**src/hw/rtl/assert_macros.svh**
```systemverilog
// assertion macros shared by the timer queue rtl
// expects a clock named clk and an active-low reset named rst_n in scope
`ifndef ASSERT_MACROS_SVH
`define ASSERT_MACROS_SVH

// property checked on every clock edge outside reset
`define MHTQ_ASSERT(name, prop, msg) \
  name: assert property (@(posedge clk) disable iff (!rst_n) (prop)) else $error(msg);

// implication checked on every clock edge outside reset
`define MHTQ_ASSERT_IMP(name, pre, post, msg) \
  name: assert property (@(posedge clk) disable iff (!rst_n) (pre) |-> (post)) else $error(msg);

`endif

```
**src/hw/rtl/mhtq_pkg.sv**
```systemverilog
// types, codes and helpers for the min-heap timer queue
// no dependencies
package mhtq_pkg;

  localparam int OPW   = 3;
  localparam int IDW   = 10;
  localparam int TMOW  = 30;
  localparam int ELW   = 16;
  localparam int KINDW = 2;
  localparam int MSW   = 32;

  // opcodes
  localparam logic [OPW-1:0] OP_ADD   = 3'd0;
  localparam logic [OPW-1:0] OP_ADJ   = 3'd1;
  localparam logic [OPW-1:0] OP_FIRE  = 3'd2;
  localparam logic [OPW-1:0] OP_ADV   = 3'd3;
  localparam logic [OPW-1:0] OP_DROP  = 3'd4;
  localparam logic [OPW-1:0] OP_CLEAR = 3'd5;
  localparam logic [OPW-1:0] OP_NEXT  = 3'd6;

  // result kinds
  localparam logic [KINDW-1:0] KIND_FIRED  = 2'd0;
  localparam logic [KINDW-1:0] KIND_REPORT = 2'd1;
  localparam logic [KINDW-1:0] KIND_REJECT = 2'd2;

  localparam logic [TMOW-1:0] WAIT_MAX = 30'h3FFF_FFFF;

  typedef logic [MSW-1:0] ms_t;

  typedef struct packed {
    ms_t            expiry;
    logic [IDW-1:0] owner;
  } entry_t;

  // controller to datapath commands
  typedef struct packed {
    logic             load;
    logic             advance;
    logic             clear;
    logic             map_rd;
    logic             slot_rd;
    logic             cur_new;
    logic             cur_slot;
    logic             rm_start;
    logic             rm_load;
    logic             root_rd;
    logic             root_chk;
    logic             sd_rd;
    logic             sd_best;
    logic             sd_cmp;
    logic             sd_move;
    logic             su_rd;
    logic             su_move;
    logic             fin;
    logic             emit;
    logic             flush;
    logic [KINDW-1:0] kind;
  } cmd_t;

  // datapath to controller status
  typedef struct packed {
    logic [OPW-1:0] in_op;
    logic [OPW-1:0] op;
    logic           id_ok;
    logic           present;
    logic           full;
    logic           empty;
    logic           slot_lt_last;
    logic           due;
    logic           has_child;
    logic           has_right;
    logic           sd_go;
    logic           moved;
    logic           at_root;
    logic           su_go;
    logic           pend_v;
    logic           out_free;
  } sts_t;

  // wrap-safe time order: a strictly before b
  function automatic logic earlier(ms_t a, ms_t b);
    ms_t d;
    d = a - b;
    return d[MSW-1];
  endfunction

endpackage

```
**src/hw/rtl/mhtq_ctrl.sv**
```systemverilog
// controller state machine of the timer queue: sequences lookup, removal, sift and results
// depends on mhtq_pkg and assert_macros.svh
`include "assert_macros.svh"

module mhtq_ctrl (
  input  logic           clk,
  input  logic           rst_n,
  input  logic           in_valid,
  output logic           in_ready,
  output mhtq_pkg::cmd_t cmd,
  input  mhtq_pkg::sts_t sts
);

  localparam logic [4:0] S_IDLE  = 5'd0;
  localparam logic [4:0] S_LK0   = 5'd1;
  localparam logic [4:0] S_LK1   = 5'd2;
  localparam logic [4:0] S_LK2   = 5'd3;
  localparam logic [4:0] S_RM0   = 5'd4;
  localparam logic [4:0] S_RM1   = 5'd5;
  localparam logic [4:0] S_SD0   = 5'd6;
  localparam logic [4:0] S_SD1   = 5'd7;
  localparam logic [4:0] S_SD2   = 5'd8;
  localparam logic [4:0] S_SD3   = 5'd9;
  localparam logic [4:0] S_SU0   = 5'd10;
  localparam logic [4:0] S_SU1   = 5'd11;
  localparam logic [4:0] S_FIN   = 5'd12;
  localparam logic [4:0] S_EMIT  = 5'd13;
  localparam logic [4:0] S_DUE0  = 5'd14;
  localparam logic [4:0] S_DUE1  = 5'd15;
  localparam logic [4:0] S_FLUSH = 5'd16;

  logic [4:0]                 state_r, state_nxt;
  logic [mhtq_pkg::KINDW-1:0] kind_r, kind_nxt;
  logic                       rm_word;

  // a removal for fire now, advance or next wait reports the fired id
  assign rm_word = (sts.op == mhtq_pkg::OP_FIRE) || (sts.op == mhtq_pkg::OP_ADV) ||
                   (sts.op == mhtq_pkg::OP_NEXT);

  always_ff @(posedge clk) begin
    if (!rst_n) begin
      state_r <= S_IDLE;
      kind_r  <= mhtq_pkg::KIND_FIRED;
    end else begin
      state_r <= state_nxt;
      kind_r  <= kind_nxt;
    end
  end

  assign in_ready = (state_r == S_IDLE);

  // next state and commands
  always_comb begin
    state_nxt = state_r;
    kind_nxt  = kind_r;
    cmd       = '0;
    cmd.kind  = kind_r;
    case (state_r)
      S_IDLE: begin
        if (in_valid) begin
          cmd.load    = 1'b1;
          cmd.advance = (sts.in_op == mhtq_pkg::OP_ADV);
          case (sts.in_op)
            mhtq_pkg::OP_ADD, mhtq_pkg::OP_ADJ, mhtq_pkg::OP_FIRE: state_nxt = S_LK0;
            mhtq_pkg::OP_ADV, mhtq_pkg::OP_NEXT: state_nxt = S_DUE0;
            mhtq_pkg::OP_DROP: state_nxt = sts.empty ? S_FLUSH : S_RM0;
            mhtq_pkg::OP_CLEAR: begin
              cmd.clear = 1'b1;
              state_nxt = S_FLUSH;
            end
            default: state_nxt = S_FLUSH;
          endcase
        end
      end
      S_LK0: begin
        cmd.map_rd = 1'b1;
        state_nxt  = S_LK1;
      end
      S_LK1: begin
        cmd.slot_rd = 1'b1;
        state_nxt   = S_LK2;
      end
      S_LK2: begin
        case (sts.op)
          mhtq_pkg::OP_ADD: begin
            if (sts.present) begin
              cmd.cur_slot = 1'b1;
              state_nxt    = S_SD0;
            end else if (!sts.id_ok || sts.full) begin
              kind_nxt  = mhtq_pkg::KIND_REJECT;
              state_nxt = S_EMIT;
            end else begin
              cmd.cur_new = 1'b1;
              state_nxt   = S_SD0;
            end
          end
          mhtq_pkg::OP_ADJ: begin
            if (sts.present) begin
              cmd.cur_slot = 1'b1;
              state_nxt    = S_SD0;
            end else begin
              kind_nxt  = mhtq_pkg::KIND_REJECT;
              state_nxt = S_EMIT;
            end
          end
          default: begin
            if (sts.present) begin
              state_nxt = S_RM0;
            end else begin
              state_nxt = S_FLUSH;
            end
          end
        endcase
      end
      S_RM0: begin
        cmd.rm_start = 1'b1;
        if (sts.slot_lt_last) begin
          state_nxt = S_RM1;
        end else if (rm_word) begin
          kind_nxt  = mhtq_pkg::KIND_FIRED;
          state_nxt = S_EMIT;
        end else begin
          state_nxt = S_FLUSH;
        end
      end
      S_RM1: begin
        cmd.rm_load = 1'b1;
        state_nxt   = S_SD0;
      end
      // sift down: read children, pick the earlier, move it up into the hole
      S_SD0: begin
        if (sts.has_child) begin
          cmd.sd_rd = 1'b1;
          state_nxt = S_SD1;
        end else begin
          state_nxt = sts.moved ? S_FIN : S_SU0;
        end
      end
      S_SD1: begin
        cmd.sd_best = 1'b1;
        state_nxt   = sts.has_right ? S_SD2 : S_SD3;
      end
      S_SD2: begin
        cmd.sd_cmp = 1'b1;
        state_nxt  = S_SD3;
      end
      S_SD3: begin
        if (sts.sd_go) begin
          cmd.sd_move = 1'b1;
          state_nxt   = S_SD0;
        end else begin
          state_nxt = sts.moved ? S_FIN : S_SU0;
        end
      end
      // sift up: pull later parents down into the hole
      S_SU0: begin
        if (sts.at_root) begin
          state_nxt = S_FIN;
        end else begin
          cmd.su_rd = 1'b1;
          state_nxt = S_SU1;
        end
      end
      S_SU1: begin
        if (sts.su_go) begin
          cmd.su_move = 1'b1;
          state_nxt   = S_SU0;
        end else begin
          state_nxt = S_FIN;
        end
      end
      S_FIN: begin
        cmd.fin = 1'b1;
        if (rm_word && (sts.op != mhtq_pkg::OP_ADD) && (sts.op != mhtq_pkg::OP_ADJ)) begin
          kind_nxt  = mhtq_pkg::KIND_FIRED;
          state_nxt = S_EMIT;
        end else begin
          state_nxt = S_FLUSH;
        end
      end
      S_EMIT: begin
        if (!sts.pend_v || sts.out_free) begin
          cmd.emit = 1'b1;
          if ((kind_r == mhtq_pkg::KIND_FIRED) &&
              ((sts.op == mhtq_pkg::OP_ADV) || (sts.op == mhtq_pkg::OP_NEXT))) begin
            state_nxt = S_DUE0;
          end else begin
            state_nxt = S_FLUSH;
          end
        end
      end
      // due check on the root entry
      S_DUE0: begin
        cmd.root_rd = 1'b1;
        if (!sts.empty) begin
          state_nxt = S_DUE1;
        end else if (sts.op == mhtq_pkg::OP_NEXT) begin
          kind_nxt  = mhtq_pkg::KIND_REPORT;
          state_nxt = S_EMIT;
        end else begin
          state_nxt = S_FLUSH;
        end
      end
      S_DUE1: begin
        cmd.root_chk = 1'b1;
        if (sts.due) begin
          state_nxt = S_RM0;
        end else if (sts.op == mhtq_pkg::OP_NEXT) begin
          kind_nxt  = mhtq_pkg::KIND_REPORT;
          state_nxt = S_EMIT;
        end else begin
          state_nxt = S_FLUSH;
        end
      end
      S_FLUSH: begin
        if (!sts.pend_v) begin
          state_nxt = S_IDLE;
        end else if (sts.out_free) begin
          cmd.flush = 1'b1;
          state_nxt = S_IDLE;
        end
      end
      default: state_nxt = S_IDLE;
    endcase
  end

  `MHTQ_ASSERT_IMP(a_idle_no_pend, state_r == S_IDLE, !sts.pend_v, "word left pending at idle")

endmodule

```
**config.mk**
```make
export PLATFORM = sky130hd
export DESIGN_NAME = mhtq_ctrl
export DESIGN_NICKNAME = d
export VERILOG_FILES = /design/src/hw/rtl/mhtq_pkg.sv /design/src/hw/rtl/mhtq_ctrl.sv
export VERILOG_INCLUDE_DIRS = /design/src /design/src/hw/rtl
export SDC_FILE = /design/constraint.sdc
export NUM_CORES = 1
export LEC_CHECK = 0
export BUFFER_PORTS_ARGS = -buffer_cell sky130_fd_sc_hd__buf_2
export CELL_PAD_IN_SITES_DETAIL_PLACEMENT = 0
export CELL_PAD_IN_SITES_GLOBAL_PLACEMENT = 1
export CORE_UTILIZATION = 25
export DETAILED_ROUTE_END_ITERATION = 7
export GPL_TIMING_DRIVEN = 0
export MAX_ROUTING_LAYER = met4
export PLACE_DENSITY = 0.68
export RECOVER_POWER = 100
export SLEW_MARGIN = 10
export SYNTH_ARGS = -nofsm -noshare
export SYNTH_HDL_FRONTEND = slang
export SYNTH_SLANG_ARGS = --single-unit
```
**constraint.sdc**
```tcl
create_clock -name clk -period 2.1 [get_ports clk]
set_clock_uncertainty 0.1 [all_clocks]
set_input_delay 0.21 -clock clk [delete_from_list [all_inputs] [get_ports clk]]
set_output_delay 0.21 -clock clk [all_outputs]
set_load 0.01 [all_outputs]
```
; ---- Yosys cells after proc, flatten, opt, wreduce, memory -nomap -nowiden
; Index checks and enable logic that the tools add are counted.
[totals]
in_bits = 23
out_inout_bits = 23
register_bits = 7
wordCells = 129
[classes]
n_reduce_logical = 21
muxes = 67
n_eq_ne = 39
[op_table]
columns = op, count
row1 = $pmux 5 s17, 1
row2 = $mux 5, 13
row3 = $eq 5x4->1 const B, 8
row4 = $mux 1, 29
row5 = $eq 5x3->1 const B, 4
row6 = $mux 2, 10
row7 = $mux 4, 5
row8 = $mux 3, 5
row9 = $pmux 5 s3, 1
row10 = $ne 2x2->1 const B, 7
row11 = $eq 3x2->1 const B, 4
row12 = $eq 3x3->1 const B, 4
row13 = $ne 3x3->1 const B, 4
row14 = $eq 5x2->1 const B, 2
row15 = $pmux 2 s5, 1
row16 = $pmux 5 s2, 1
row17 = $reduce_and 10->1, 1
row18 = $eq 3x1->1 const B, 2
row19 = $logic_not 3->1, 2
row20 = $ne 3x1->1 const B, 2
row21 = $eq 5x1->1 const B, 1
row22 = $eq 5x5->1 const B, 1
row23 = $logic_not 5->1, 1
row24 = $logic_or 1x1->1, 5
row25 = other kinds (9), 13

; ---- Depth between registers and ports, before layout
[logic_depth]
word_depth = 7
ltp_mapped = 8
depth_no_buf = 6

; ---- Worst setup path after synthesis
; OpenSTA, ideal clock, no wires.
[synth_path]
path_kind = flip-flop to output port
from = reg state_r[0]
to = out cmd[20] in the netlist's numbering
path_stages_with_launch = 7
arrival_ns = 1.692
path_slack_ns = 0.098
n_path_buf = 1
required_time_ns = 1.790
cell_sequence = dfxtp_1 -> buf_2 -> or3_4 -> nor2_2 -> and2_1 -> nand2_1 -> nor3b_1
[synth_lines]
columns = element, line
row1 = "start, declared", mhtq_ctrl.sv:32  ; logic [4:0] state_r, state_nxt;
row2 = "start signal, assigned", mhtq_ctrl.sv:45  ; state_r <= state_nxt;
row3 = "end, declared", mhtq_ctrl.sv:10  ; output mhtq_pkg::cmd_t cmd,

==> results.md <==
- Clk sinks: 7
- All-Layer GR Usage: 16.9%
- Post-synth top cells: 26 x nor2_1, 14 x nand2_1, 11 x a21oi_1
- Drt pass-1 iters: 4
- Post-synthesis cell count: roughly 170
- Gp weighted congestion: a little over 0.9
- CTS Buf Count: 3
- Initial antenna violation count: 0
- Vias in the first global route: 1,151
- Gate power share: 71.8%
- CP Max Fanout: 9
- Worst hold slack: 158 ps
- Share of the synthesized area in the top cell type: 13.4%
- Synth Flop Type: dfxtp_1
- CTS root buf: clkbuf_8
- H-tree Lvls: 1
- Layout cells sized above 1: 32.2%
- First-pass GRT wire length: 5.48 mm
- Initial DRC count: 74
- Pwr dens: just over 1000 nW/um^2
- Worst hold stages: 2
- Synth area leader: dfxtp_1
- CP Cell Sequence: buf_2, or3_4, nor2_4, and2_4, nand2_1, nor3b_2, buf_2
- Die ar.: between 4000 and 5000 um^2
- YS warnings: 0
- Die Width: 66.8 um
- Mean post-synth cell area: 6.35 um^2
- DRT Wirelength: between 3 and 4 mm
- Setup CP Type: reg -> out
- VDD IR-drop max: 317 uV
- Clock Power Share: 13.5%
- Sequential fraction of the synthesis area: between 10% and 20%
- DP HPWL: between 2 and 3 mm
- DRC Markers: 0
- Core footprint: 4000 um^2
- Final Hold Viols: 0
- Drt via density: 5.06
- Slew Limit Fails: 0
- Hold Path Class: in -> reg
- Worst path buffer plus inverter count: 2
- Maximum root-to-sink buffer count: 2
- Ys async rst share: 0%
- Most frequent cell after synthesis: nor2_1
- Synth area leaders: dfxtp_1 13%, nor2_1 9.3%, nand2b_1 5.4%
- Leakage: 0.000641 uW
- Endpoints failing setup: 0
- CTS tree: yes
- Net Count, Synth: 188
- Overflow left after global routing: 0
- Max-slew headroom: 68.3%
- Sw frac: 48.5%
- Sequential power share: 14.7%
- Tightest Pin Transition: 472 ps
- CP startpoint kind: flop
- Minimum clock period: 2030 ps
- CP delay by family, top: simple AND/OR/NAND/NOR gates
- Starting density of the core: 26.2%
- IO Pins: 46
- P_int: 736 uW
- Max-cap viol count: 0
- Clk slew on worst S/H paths: about 40 ps
- Post-route clock period utilization: 96.4%
- Final ANT Viol Nets: 0
- R2R cell count: 7
- Nets@finish: 238
- Synth Cell Area: 1050 um^2
- CP Depth: 7
- Area grow syn2layout: 35.3%
- Synth cell types: 44
- EDFF count, synth: 0
- Clock Latency Late Sink: ~230 ps
- Sw Pwr: just under 700 uW
- Routed via count: 1,335
- CP most frequent cell: buf_2
- Crit-path slowest cell: or3_4
- CP endpoint kind: primary output
- Input/output buffers: 44
- Yosys reg bits: 7
- Fmax: 494 MHz
- DR WL/cell: 13.3 um
- Largest net degree at the start of global routing: 11
- Worst path max stage delay: about 420 ps
- Antenna fix cells: 0
- Die Y: 66.8 um
- RSZ-0062 raised after global routing: yes
- Req. time, crit path: 1790 ps
- Post-CTS Hold Buffers: 0
- Num rows: 23
- Worst path arrival time: 1720 ps
- Power consumption: approximately 1400 uW
- Status: completed
- # fillers: ~440
- Post-layout util: between 30% and 40%
==> cell families after synthesis <==
family	synth area share, %
DFF	13.4
muxes	0.955
and+or+nand+nor	52.6
AOI/OAI and AO/OA	26.1
buffers and inverters	5.25
xor gates and xnor gates	1.67
==> flip-flops by register name (all words and copies together) (netlist names) <==
register	count
kind_r	2
state_r	5
==> path summary, 6_finish.rpt <==
check / start / to / slack (ps)
max: state_r[1] / cmd[20] / 70
min: rst_n / kind_r[0] / 160
max reg2reg: state_r[1] / kind_r[0] / 180
min reg2reg: kind_r[1] / kind_r[1] / 390
==> cell usage in the layout, fill, tap and decap left out, types with 2 or more instances in the layout <==
cell and count:
and3_1 4, or2_2 2, o21ai_0 10, clkbuf_1 3, inv_1 4, nand3b_1 4, nor3b_2 2, dfxtp_1 7
a31oi_1 5, nand2b_1 9, a211oi_1 2, clkbuf_8 3, buf_4 2, clkbuf_2 5, o21bai_1 2, nor2b_1 8
o211ai_1 2, a21o_1 2, nand3_1 5, a21oi_1 11, nor2_1 26, buf_2 45, or3_4 2, nor3_1 9
and2_1 2, or3b_2 2, nand2_1 14, nor4_1 2
==> routing by layer <==
metal,vias to the layer above,share of wire (%),wire length [um],global-route usage [%]
met1,588,46,1630,23.4
li1,695,-,-,-
met2,48,45,1580,25.6
met3,4,7.9,278,3.42
met5,-,0,0,-
met4,0,0.99,35,2.39
==> metrics by stage <==
stage | TNS, ps | setup slack, ps | area [um^2] | cells
after floorplan | 0 | 98.3 | 1050 | 165
after global placement | 0 | 27.3 | 1330 | 259
after detailed placement | 0 | 43.8 | 1330 | 259
after CTS | 0 | 5.53 | 1390 | 263
after global routing | -22.4 | -14.7 | 1420 | 264
final | 0 | 74.6 | 1420 | 264
==> layout make-up <==
| class | count | area (um^2) | share of cell area (%) |
|---|---|---|---|
| Multi-Input combinational cell | 145 | 883 | 62.3 |
| Buffer | 8 | 40.0 | 2.82 |
| Inverter | 4 | 15.0 | 1.06 |
| Timing Repair Buffer | 46 | 233 | 16.4 |
| Clock buffer | 4 | 45.0 | 3.17 |
| Tap cell | 50 | 62.6 | 4.41 |
| Sequential cell | 7 | 140 | 9.88 |
==> power groups by stage <==
stage / clock network (uW) / registers (uW) / logic [uW]
floorplan: 0 / 203 / 653
global placement: 0 / 212 / 933
detailed placement: 0 / 210 / 921
CTS: 197 / 209 / 966
global route: 205 / 216 / 1140
finish: 193 / 210 / 1030
==> what timing repair did <==
item | CTS | global route
setup buffers | 1 | 1
setup endpoints to repair | 2 | 13
gates resized for setup | 1 | 12
pin swaps | 1 | 2
Power figures use the tool's default switching activity.
